[src/rtl/drrip_queue.sv]
// small fifo between the front and back parts
// no dependencies
module drrip_queue #(
    parameter int WIDTH = 32,
    parameter int DEPTH = 2
) (
    input  logic             clk,
    input  logic             rst_n,
    input  logic             push,
    input  logic [WIDTH-1:0] push_data,
    output logic             full,
    input  logic             pop,
    output logic             not_empty,
    output logic [WIDTH-1:0] pop_data
);

    localparam int PW = (DEPTH > 1) ? $clog2(DEPTH) : 1;

    logic [WIDTH-1:0] entry_reg [DEPTH];
    logic [PW-1:0]    wr_ptr_reg, wr_ptr_next;
    logic [PW-1:0]    rd_ptr_reg, rd_ptr_next;
    logic [PW:0]      count_reg, count_next;

    always_comb
    begin
        wr_ptr_next = wr_ptr_reg;
        rd_ptr_next = rd_ptr_reg;
        count_next  = count_reg;
        if (push)
        begin
            wr_ptr_next = (32'(wr_ptr_reg) == DEPTH - 1) ? '0 : wr_ptr_reg + 1'b1;
        end
        if (pop)
        begin
            rd_ptr_next = (32'(rd_ptr_reg) == DEPTH - 1) ? '0 : rd_ptr_reg + 1'b1;
        end
        if (push && !pop)
        begin
            count_next = count_reg + 1'b1;
        end
        else if (pop && !push)
        begin
            count_next = count_reg - 1'b1;
        end
    end

    always_ff @(posedge clk or negedge rst_n)
    begin
        if (!rst_n)
        begin
            wr_ptr_reg <= '0;
            rd_ptr_reg <= '0;
            count_reg  <= '0;
        end
        else
        begin
            wr_ptr_reg <= wr_ptr_next;
            rd_ptr_reg <= rd_ptr_next;
            count_reg  <= count_next;
        end
    end

    always_ff @(posedge clk)
    begin
        if (push)
        begin
            entry_reg[wr_ptr_reg] <= push_data;
        end
    end

    assign full      = (32'(count_reg) == DEPTH);
    assign not_empty = (count_reg != '0);
    assign pop_data  = entry_reg[rd_ptr_reg];

endmodule

[config.mk]
export PLATFORM = sky130hd
export DESIGN_NAME = drrip_queue
export DESIGN_NICKNAME = d
export VERILOG_FILES = /design/src/rtl/drrip_queue.sv
export SDC_FILE = /design/constraint.sdc
export NUM_CORES = 1
export LEC_CHECK = 0
export BUFFER_PORTS_ARGS = -buffer_cell sky130_fd_sc_hd__buf_2
export CELL_PAD_IN_SITES_DETAIL_PLACEMENT = 1
export CELL_PAD_IN_SITES_GLOBAL_PLACEMENT = 2
export CORE_UTILIZATION = 41
export DETAILED_ROUTE_END_ITERATION = 10
export PLACE_DENSITY_LB_ADDON = 0.1
export SYNTH_ARGS = -nofsm -noshare
export SYNTH_HDL_FRONTEND = slang
export SYNTH_SLANG_ARGS = --single-unit
[constraint.sdc]
create_clock -name clk -period 5.9 [get_ports clk]
set_clock_uncertainty 0.05 [all_clocks]
set_input_delay 0.885 -clock clk [delete_from_list [all_inputs] [get_ports clk]]
set_output_delay 0.885 -clock clk [all_outputs]
set_load 0.05 [all_outputs]
Word-level counts from Yosys, hierarchy flattened. Memories as Yosys holds them, arrays and structs flattened. Index checks and enable logic that the tools add are counted.

Register bits: 4. Bits in writable memories: 64. Input port bits: 36. Output and inout port bits: 34. Memories: 1.

Add/subtract/negate cells: 4. Equality and inequality tests: 1. Multiplexer cells: 6. Reductions and logical operators: 6.

Memory list: entry_reg (depth 2, width 32, read ports 1, clocked after memory_dff 0, write ports 1, line 19) `logic [WIDTH-1:0] entry_reg [DEPTH];`.

Operator list (number): 2-to-1 mux 1 bit (4); 2-to-1 mux 2 bit (2); nonzero test 2 bit (2); adder 1 bit (second input constant) (2); adder 2 x 1 -> 2 bit (second input constant) (1); == test 2 bit (second input constant) (1); logical AND 1 bit (2); zero test 1 bit (2); subtractor 2 x 1 -> 2 bit (second input constant) (1).

Longest topological paths before layout.
Depth after elaboration: 4. Depth in mapped cells: 5. Mapped depth without buffers: 5.

Worst setup path after synthesis. No wires, ideal clock.

Kind: input -> register. From: input port push. To: memory entry_reg[0][0] (enable). Library setup time: 425 ps. Arrival: 2333 ps. Setup slack: 3093 ps. Cell stages on the path: 1. Path buffers: 0. Path through: nor2b_1.

Longest elaborated chain between the ends: 2.

Ends and longest elaborated chain: from (decl) (line 9) `input logic push,`; 2-to-1 mux 1 bit (line 65) `if (push)`; 2-to-1 mux 1 bit (implied by the code) (line 67) `entry_reg[wr_ptr_reg] <= push_data;`; to (decl) (line 19).

Every way passes these cells.

Final worst setup path.
From: register rd_ptr_reg. To: output port pop_data[11].

Longest elaborated chain between the ends: 1.

Ends and longest elaborated chain: from (decl) (line 21) `logic [PW-1:0] rd_ptr_reg, rd_ptr_next;`; from (signal assigned) (line 58) `rd_ptr_reg <= rd_ptr_next;`; memory read (2 x 32 bit); to (decl) (line 14) `output logic [WIDTH-1:0] pop_data`.

Every way passes these cells.

==> results.md <==
* Post-Syn Instances at 116
* Io pins at 70
* GP Congestion at approximately 0.60
* Final Hold Viols at 0
* Port bufs at 69
* Status: finished clean
* Critical Path Start: rd_ptr_reg$_DFFE_PN0P_
* Share of the synthesized area in the top cell type at 0.7249
* Largest family of logic cells by synthesized area: multiplexers
* Initial antenna violation count at 0
* TritonCTS clock tree: built
* Layout Nets at about 230
* First-pass DRT Iterations at 4
* CP Data Required Time at slightly below 5 ns
* Mean cell area of the mapped netlist at between 20 and 25 um2
* Area grow syn2layout at 20.01%
* Final period utilization at 0.4984
* # Post-CTS Setup Buffers at 0
* Startpoint of the worst register-to-register path: wr_ptr_reg$_DFFE_PN0P_
* Setup_tns at 0 ns
* Pins over their slew limit at 0
* CP delay by family, top: flip-flops
* Slowest CP cell: dfrtp_2
* Simple-gate share of the synthesized area at 0.01085
* Xor-xnor portion of the synthesized cell area at 0.01652
* Max_cap viols at 0
* Clock transition at path regs at 0.07 ns
* FF+latch count, synth at 68
* Post-Route WL at 4406 um
* Die height at between 80 and 90 um
* Synth Area in Compound Gates at 0
* Count of flip-flops with a built-in enable after synthesis at 64
* DRC at 0
* Row count at 28
* Total GRT Usage at 0.1451
* Core area at 6061 um2
* Vias per cell at 4.699
* Startpoint class of the critical path: flip-flop
* Net count after synthesis at 153
* Vias in the first global route at ~1,300
* Most common library cells after synthesis: edfxtp_1 (64), mux2_4 (29), dfrtp_1 (4), xor2_1 (4)
* PD cells at 555.4 nW/um2
* GRT Residual Overflow at 0
* Fmax achieved at ~340 MHz
* Adder-Cell Fraction of Synth Area at 0.004719
* First-pass GRT wire length at 6589 um
* Fillers at around 570
* Post-CTS sizing at 0
* Largest register FFs at 64
* Share of cells above drive strength 1 at 0.5888
* H-tree levels at 3
* Leakage at 1.297 nW
* Final WS setup at 2.960 ns
* Largest net degree at the start of global routing at 34
* Sink Count at ~70
* Fraction of registers with async set or reset after synthesis at 0.05882
* Synthesized cell area at between 2000 and 3000 um2
* CTS buffer count at 9
* Crit-path cells: mux2_2 -> buf_2
* Yosys Warn Count at 0
* Later-pin clock latency in the skew report at 0.33 ns
* Multiplexer area fraction after synthesis at 0.1770
* Wire per inst at ~16 um
* Iteration-0 DRC count of the detailed router at 64
* Nature of the critical path endpoint: output pin
* Slew @ Worst Pin at just over 1 ns
* CP peak stage delay at 1.04 ns
* # hold bufs at CTS at 0
* Min-delay worst type: in2async
* Count of cell types in the netlist at 14
* Max-Slew Margin vs Limit at 0.3180
* Pwr Total at 1.767 mW
* Vias at 1,278
* Die Area at 6792 um2
* DP Worst Slack at 3.291 ns
* Die width at 82.42 um
* RSZ-0062 raised after global routing: false
* Worst Path Arrival at ~2.0 ns
* Root Driver: clkbuf_8
* Largest area contributor in the netlist: edfxtp_1
* Diodes inserted at 0
* Sequential area share after synthesis at 0.7626
* Minimum clock period at 2.940 ns
* Most used DFF post-synth: edfxtp_1
* # setup viols final at 0
* Clk buf depth at 2
* Most frequent cell after synthesis: edfxtp_1
* WP buf/inv at 1
* Worst setup path class: reg2out
* Routed Antenna Nets at 0
* Largest cells by area after synthesis: edfxtp_1 (72%), mux2_4 (16%), dfrtp_1 (3.8%), buf_12 (2.3%), xor2_1 (1.3%)
* Max VDD drop at 0.0002319 V
* Dpl hpwl at 2953 um
* Crit-path max FO at 33
* Initial Util at 0.4374
-- through the flow --
| step | cells | area (um2) | hold slack (ns) | util |
|---|---|---|---|---|
| after floorplan | 116 | 2651 | 0.3974 | - |
| after global placement | 256 | 3029 | 0.4153 | 0.4998 |
| after detailed placement | 256 | 3029 | 0.4180 | 0.4998 |
| after CTS | 272 | 3182 | 0.2816 | 0.5250 |
| after global routing | 272 | 3182 | 0.2727 | 0.5250 |
| final | 272 | 3182 | 0.2915 | 0.5250 |
-- logic make-up (layout without fill, tap and decap cells) --
family | Yosys count | count (layout)
fa+ha+maj | 1 | 1
buf+inv | 5 | 86
simple gates | 5 | 5
xor+xnor | 5 | 5
flops | 68 | 68
mux | 32 | 32
-- layout by cell type (no fill, tap or decap) --
cell type  instances
and2_2             1
buf_2             69
clkbuf_1           4
clkbuf_8           9
clkinv_1           1
clkinv_2           2
dfrtp_1            3
dfrtp_2            1
edfxtp_1          64
ha_1               1
inv_1              1
mux2_2             3
mux2_4            29
nor2_1             1
nor2b_1            1
nor2b_4            1
or2_2              1
xnor2_1            1
xor2_1             4
-- report_power, final --
part / internal [mW] / total [mW] / switching (mW)
logic: 0.248 / 0.723 / 0.475
registers: 0.645 / 0.737 / 0.0927
clock network: 0.150 / 0.307 / 0.157
total: 1.04 / 1.77 / 0.724
-- layout make-up --
cell class | instances | area [um2] | area share
Sequential cell | 68 | 2023 | 0.6359
Multi-Input combinational cell | 43 | 563.0 | 0.1770
Timing Repair Buffer | 69 | 345.3 | 0.1085
Clock buffer | 13 | 138.9 | 0.04365
Tap cell | 75 | 93.84 | 0.02949
Clock inverter | 3 | 13.76 | 0.004326
Inverter | 1 | 3.754 | 0.001180
-- per-layer routing --
| metal | part of all wire | GRT usage | vias to the layer above |
|---|---|---|---|
| li1 | - | - | 598 |
| met1 | 0.40 | 0.1670 | 623 |
| met2 | 0.51 | 0.2347 | 48 |
| met3 | 0.059 | 0.05055 | 9 |
| met4 | 0.022 | 0.08421 | 0 |
| met5 | 0 | 0 | - |
-- final timing paths --
check | endpoint | slack [ns] | cells after the start
max reg2reg | entry_reg[0][21]$_DFFE_PP_ | 4.27 | 1
max | pop_data[11] | 2.96 | 2
min reg2reg | count_reg[1]$_DFFE_PN0P_ | 0.43 | 1
max in group asynchronous | rd_ptr_reg$_DFFE_PN0P_ | 5.38 | 1
min | wr_ptr_reg$_DFFE_PN0P_ | 0.29 | 1
min in group clk | count_reg[1]$_DFFE_PN0P_ | 0.43 | 1
Note: power is estimated with default switching activity, not from simulation.
