**src/rtl/drrip_pkg.sv**
```systemverilog
// shared types and constants of the drrip replacement engine
// no dependencies; imported by the front, back and top modules
package drrip_pkg;

    typedef enum logic [1:0] {
        KIND_FOLLOW,
        KIND_SRRIP,
        KIND_BRRIP
    } kind_t;

    typedef enum logic [2:0] {
        ST_CLEAR,
        ST_IDLE,
        ST_READ,
        ST_EXEC,
        ST_DECAY
    } state_t;

    localparam logic       FUNC_VICTIM  = 1'b0;
    localparam logic       FUNC_UPDATE  = 1'b1;

    localparam logic [1:0] RRPV_NEAR    = 2'd0;
    localparam logic [1:0] RRPV_LONG    = 2'd2;
    localparam logic [1:0] RRPV_DISTANT = 2'd3;
    localparam logic [1:0] DEAD_TOP     = 2'd3;
    localparam logic [1:0] DEAD_ZERO    = 2'd0;

    localparam int IN_DATA_BITS  = 24;
    localparam int OUT_DATA_BITS = 8;
    localparam int DRAW_BITS     = 5;
    localparam int SET_IN_BITS   = 11;
    localparam int WAY_IN_BITS   = 4;
    localparam int WAY_OUT_BITS  = 4;

endpackage

```
**src/rtl/drrip_front.sv**
```systemverilog
// front part: accepts items, wraps indices, classifies the set kind
// depends on drrip_pkg
module drrip_front #(
    parameter int NUM_SETS    = 2048,
    parameter int NUM_WAYS    = 16,
    parameter int LEADER_SETS = 32,
    parameter int ITEM_BITS   = 32
) (
    input  logic                              clk,
    input  logic                              rst_n,
    input  logic                              s_tvalid,
    output logic                              s_tready,
    input  logic [drrip_pkg::IN_DATA_BITS-1:0] s_tdata,
    input  logic                              s_tuser,
    output logic                              push,
    output logic [ITEM_BITS-1:0]              push_data,
    input  logic                              q_full
);
    import drrip_pkg::*;

    localparam int SW = $clog2(NUM_SETS);
    localparam int WW = $clog2(NUM_WAYS);

    logic                   busy_reg, busy_next;
    logic [SET_IN_BITS-1:0] set_reg, set_next;
    logic [WW-1:0]          way_reg;
    logic                   func_reg, hit_reg, evict_reg;
    logic [DRAW_BITS-1:0]   draw_reg;
    logic [5:0]             way_mod;
    logic                   set_ok;
    kind_t                  kind;
    logic                   accept;

    assign accept   = s_tvalid && s_tready;
    assign s_tready = !busy_reg;

    // way wrap over a narrow value, at most seven subtractions
    always_comb
    begin
        way_mod = {2'b00, s_tdata[14:11]};
        for (int k = 0; k < 8; k++)
        begin
            if (32'(way_mod) >= NUM_WAYS)
            begin
                way_mod = way_mod - 6'(NUM_WAYS);
            end
        end
    end

    // set wrap, one subtraction a cycle
    assign set_ok = (32'(set_reg) < NUM_SETS);

    always_comb
    begin
        if (32'(set_reg) < LEADER_SETS)
        begin
            kind = KIND_SRRIP;
        end
        else if (32'(set_reg) < 2 * LEADER_SETS)
        begin
            kind = KIND_BRRIP;
        end
        else
        begin
            kind = KIND_FOLLOW;
        end
    end

    assign push      = busy_reg && set_ok && !q_full;
    assign push_data = {kind, draw_reg, evict_reg, hit_reg, way_reg, SW'(set_reg), func_reg};

    always_comb
    begin
        busy_next = busy_reg;
        set_next  = set_reg;
        if (accept)
        begin
            busy_next = 1'b1;
            set_next  = s_tdata[10:0];
        end
        else if (busy_reg && !set_ok)
        begin
            set_next = set_reg - SET_IN_BITS'(NUM_SETS);
        end
        else if (push)
        begin
            busy_next = 1'b0;
        end
    end

    always_ff @(posedge clk or negedge rst_n)
    begin
        if (!rst_n)
        begin
            busy_reg <= 1'b0;
        end
        else
        begin
            busy_reg <= busy_next;
        end
    end

    always_ff @(posedge clk)
    begin
        set_reg <= set_next;
        if (accept)
        begin
            way_reg   <= WW'(way_mod);
            func_reg  <= s_tuser;
            hit_reg   <= s_tdata[15];
            evict_reg <= s_tdata[16];
            draw_reg  <= s_tdata[21:17];
        end
    end

endmodule

```
**config.mk**
```make
export PLATFORM = sky130hd
export DESIGN_NAME = drrip_front
export DESIGN_NICKNAME = d
export VERILOG_FILES = /design/src/rtl/drrip_pkg.sv /design/src/rtl/drrip_front.sv
export SDC_FILE = /design/constraint.sdc
export NUM_CORES = 1
export LEC_CHECK = 0
export BUFFER_PORTS_ARGS = -buffer_cell sky130_fd_sc_hd__buf_2
export CORE_MARGIN = 3
export CORE_UTILIZATION = 34
export CTS_CLUSTER_DIAMETER = 120
export DETAILED_ROUTE_END_ITERATION = 6
export PLACE_DENSITY = 0.72
export SLEW_MARGIN = 10
export SYNTH_ARGS = -nofsm -noshare
export SYNTH_HDL_FRONTEND = slang
export SYNTH_SLANG_ARGS = --single-unit
```
**constraint.sdc**
```tcl
create_clock -name clk -period 2.1 [get_ports clk]
set_clock_uncertainty 0.05 [all_clocks]
set_input_delay 0.42 -clock clk [delete_from_list [all_inputs] [get_ports clk]]
set_output_delay 0.42 -clock clk [all_outputs]
set_load 0.02 [all_outputs]
```
# Word level (Yosys, flattened, before mapping)
# Cells that the tools add are included.
# word_totals
out_inout_bits	34
n_memories	0
rom_bits	0
ff_bits	24
ramBits	0
latch_bits	0
# op_classes
muxes	4
n_eq_ne	0
n_lt_le_gt_ge	2
addsub	0
multipliers	0
div_mod_pow	0
n_reduce_logical	5
bitwise	0
shifts	0
# ops
cell	count
11-bit by 6-bit < comparator with 1-bit output (second input constant)	1
11-bit by 7-bit < comparator with 1-bit output (second input constant)	1
2-bit two-way mux	2
1-bit logical AND	2
1-bit zero test	2
1-bit two-way mux	2
2-bit nonzero test	1

# Depth between registers and ports, before layout
# depth
ltp_word	4
mapped_depth	2
ltp_nobuf	2

# Worst setup path after synthesis
# Ideal clock, no wire load.
# synth_timing
path_kind	input port to flip-flop
startpoint	input port s_tvalid
endpoint	register draw_reg[0], enable pin
setup_time_ns	0.407
stages	1
t_required_ns	1.643
arrival_ns	1.516
setup_slack_ns	0.127
path_cell_list	nor2b_1
# synth_via
elab_chain_cells	1
# synth_rtl
element	line_no	rtl
start: declaration	drrip_front.sv:11	input logic s_tvalid,
1-bit logical AND	drrip_front.sv:34	assign accept = s_tvalid && s_tready;
end signal: assignment	drrip_front.sv:112	draw_reg <= s_tdata[21:17];
end: declaration	drrip_front.sv:28	logic [DRAW_BITS-1:0] draw_reg;
# No other way between the ends.
# A chain may end at the register's enable or synchronous reset.

# Worst setup path after layout
# layout_timing
startpoint	register set_reg[7]
endpoint	output port push_data[24]
# layout_via
elab_chain_cells	3
elab_cells_between_ends	4
classes_between	order compare: 2; mux: 2
# layout_rtl
element	line_no	rtl
start: declaration	drrip_front.sv:25	logic [SET_IN_BITS-1:0] set_reg, set_next;
start signal: assignment	drrip_front.sv:105	set_reg <= set_next;
11-bit by 7-bit < comparator with 1-bit output	drrip_front.sv:59	else if (32'(set_reg) < 2 * LEADER_SETS)
2-bit two-way mux	drrip_front.sv:59	
2-bit two-way mux (*)	drrip_front.sv:55	if (32'(set_reg) < LEADER_SETS)
end: declaration	drrip_front.sv:16	output logic [ITEM_BITS-1:0] push_data,
# Mark *: on every way between the ends. The rest lies on a longest branch, timed or not.

==> out/metrics.yaml <==
status: "finished, final reports clean"
synth_cells: 43
cp.arrival_ns: 1.25
insertion_delay_ns: 0.29
die_w_um: 55.8
cts_made_buffers: 3
cts_tree: "yes"
hold_viol: 0
hold_class: "in -> reg"
gp_congestion: 0.646
synthAdderAreaFrac_pct: 0
seq_area_um2: 716
rrSetupSlack_ns: 0.99
synth_xor_area_share_pct: 0
vias: 523
dpl_worst_slack_ns: 0.690
grt_max_degree: 15
row_count: 17
drc: 0
grt_pass1_wl_um: 2150
finalMaxSlewViolations: 0
drtPass1Iterations: 3
ys_types: 11
r2r-start: "busy_reg$_DFFE_PN0P_"
worstSetupPathType: "reg -> out"
largest_register_ffs: 11
fin_tns_setup_ns: 0
core_area_um2: 2280
antenna_found_initial: 0
drive_above_1_share_pct: 60.6
cts_sinks: 24
leakage_nw: 0.528
hold_depth: 1
max_cap_viol_count: 0
required_ns: 1.63
grt_usage_pct: 8.93
io_pins: 63
setup_slack_ns: 0.379
synth_top_family_by_area: "buffers and inverters"
whs_ns: 0.237
drtIter0Drc: 11
nets: 129
die-area_um2: 3120
vdd_drop_max_mv: 0.539
die_h_um: 55.8
synthMuxAreaShare_pct: 0
detail-route-antenna-nets: 0
multi_input_area_um2: 75.1
layout_min_cycle_time_ns: 1.72
hold_end: "draw_reg[0]$_DFFE_PP_"
cts_setup_buffers: 0
routed_wirelength_um: 1390
crit_fanout: 2
io_buffer_count: 53
clock_path_buffers: 2
reg2reg_depth: 2
vias_per_cell: 4.12
start_util_pct: 37.1
clk_pin_slew_ns: 0.12
synth_compound_area_share_pct: 0.889
fmax_ghz: 0.581
synthSimpleGateAreaFrac_pct: 4.59
fillers: 207
setup_viol: 0
ys_seq_area_share_pct: 84.7
end_kind: "output pin"
cts-root-buf: "clkbuf_4"
wl_per_cell_um: 11.0
met3_usage_pct: 3.94
worst_r2r_endpoint: "set_reg[10]$_DFFE_PP_"
ys_ff_latch: 24
grt_pass1_vias: 521
rsz0062_at_grt: "no"
ys_warn_count: 0
final_util_pct: 50.4
netlist_area_um2: 845
cts_max_level: 1
grt_overflow: 0
powerDensity_nw_per_um2: 799
start_kind: "register"
top_usage_layer: "met2"
use_met2_pct: 14.4
fin_crit_sh_pct: 82.0
area_delta_synth_final_pct: 35.7
n_antenna_cell: 0
use_met1_pct: 10.2
min_from: "s_tdata[17]"
syn_avg_cell_area_um2: 19.6
cells in the final DEF, fill, tap and decap left out, drive strengths merged:
cell         instances
nor3                 1
edfxtp              23
dlygate4sd3          1
inv                  1
and3                 1
conb                 7
and3b                1
dfrtp                1
a21o                 1
nor2                 2
nor2b                1
clkbuf               4
buf                 55
timing repair:
action,CTS,global route
endpoints found under the hold margin,1,0
hold buffers,1,0
gates resized for setup,0,0
cell usage after synthesis:
master | count | area (µm²)
edfxtp_1 | 23 | 691
inv_1 | 1 | 3.75
nor2b_1 | 1 | 6.26
a21o_1 | 1 | 7.51
and3b_1 | 1 | 8.76
buf_4 | 10 | 75.1
nor3_2 | 1 | 10.0
dfrtp_1 | 1 | 25.0
and3_1 | 1 | 6.26
conb_1 | 1 | 3.75
nor2_1 | 2 | 7.51
through the flow:
| stage | total power [W] | instance area [µm²] | std cells |
|---|---|---|---|
| 2_1_floorplan | 0.000685 | 867 | 49 |
| 3_3_place_gp | 0.000733 | 1110 | 122 |
| 3_5_place_dp | 0.000736 | 1110 | 122 |
| 4_1_cts | 0.000935 | 1150 | 127 |
| 5_1_grt | 0.000966 | 1150 | 127 |
| 6_report | 0.000916 | 1150 | 127 |
how the worst max path moves through the flow:
stage	start	endpoint	slack (ns)	cells after the start
4_1_cts	set_reg[7]$_DFFE_PP_	push_data[24]	0.33	3
6_report	set_reg[7]$_DFFE_PP_	push_data[24]	0.38	3
2_1_floorplan	s_tvalid	draw_reg[0]$_DFFE_PP_	0.13	1
3_3_place_gp	set_reg[7]$_DFFE_PP_	push_data[23]	0.75	3
5_1_grt	set_reg[7]$_DFFE_PP_	push_data[24]	0.27	3
3_5_place_dp	set_reg[7]$_DFFE_PP_	push_data[24]	0.69	3
layout make-up:
class	count	area share [%]
inverters	1	0.328
repair buffers	56	25.3
clock buffers	4	2.29
flip-flops and latches	24	62.4
multi-input cells	14	6.55
well taps	28	3.06
cell families after synthesis:
family	Yosys count
flops	24
buf+inv	11
simple gates	6
compound gates	1
other cells	1
report_power, final:
| group | total [W] | switching (W) | internal (W) |
|---|---|---|---|
| clock | 0.000193 | 0.000119 | 0.0000738 |
| combinational | 0.000144 | 0.0000935 | 0.0000506 |
| sequential | 0.000579 | 0.0000117 | 0.000567 |
| total | 0.000916 | 0.000224 | 0.000692 |
metal layers:
layer / share of wire (%) / vias to the layer above
met5: 0 / -
met2: 46 / 47
met4: 0.43 / 0
li1: - / 250
met1: 37 / 224
met3: 16 / 2
worst max-delay path, stage by stage (launching register included):
cell and delay, ns:
edfxtp_1 0.41, nor3_2 0.21, and3_1 0.17, buf_2 0.16
(Power assumes the default switching activity.)
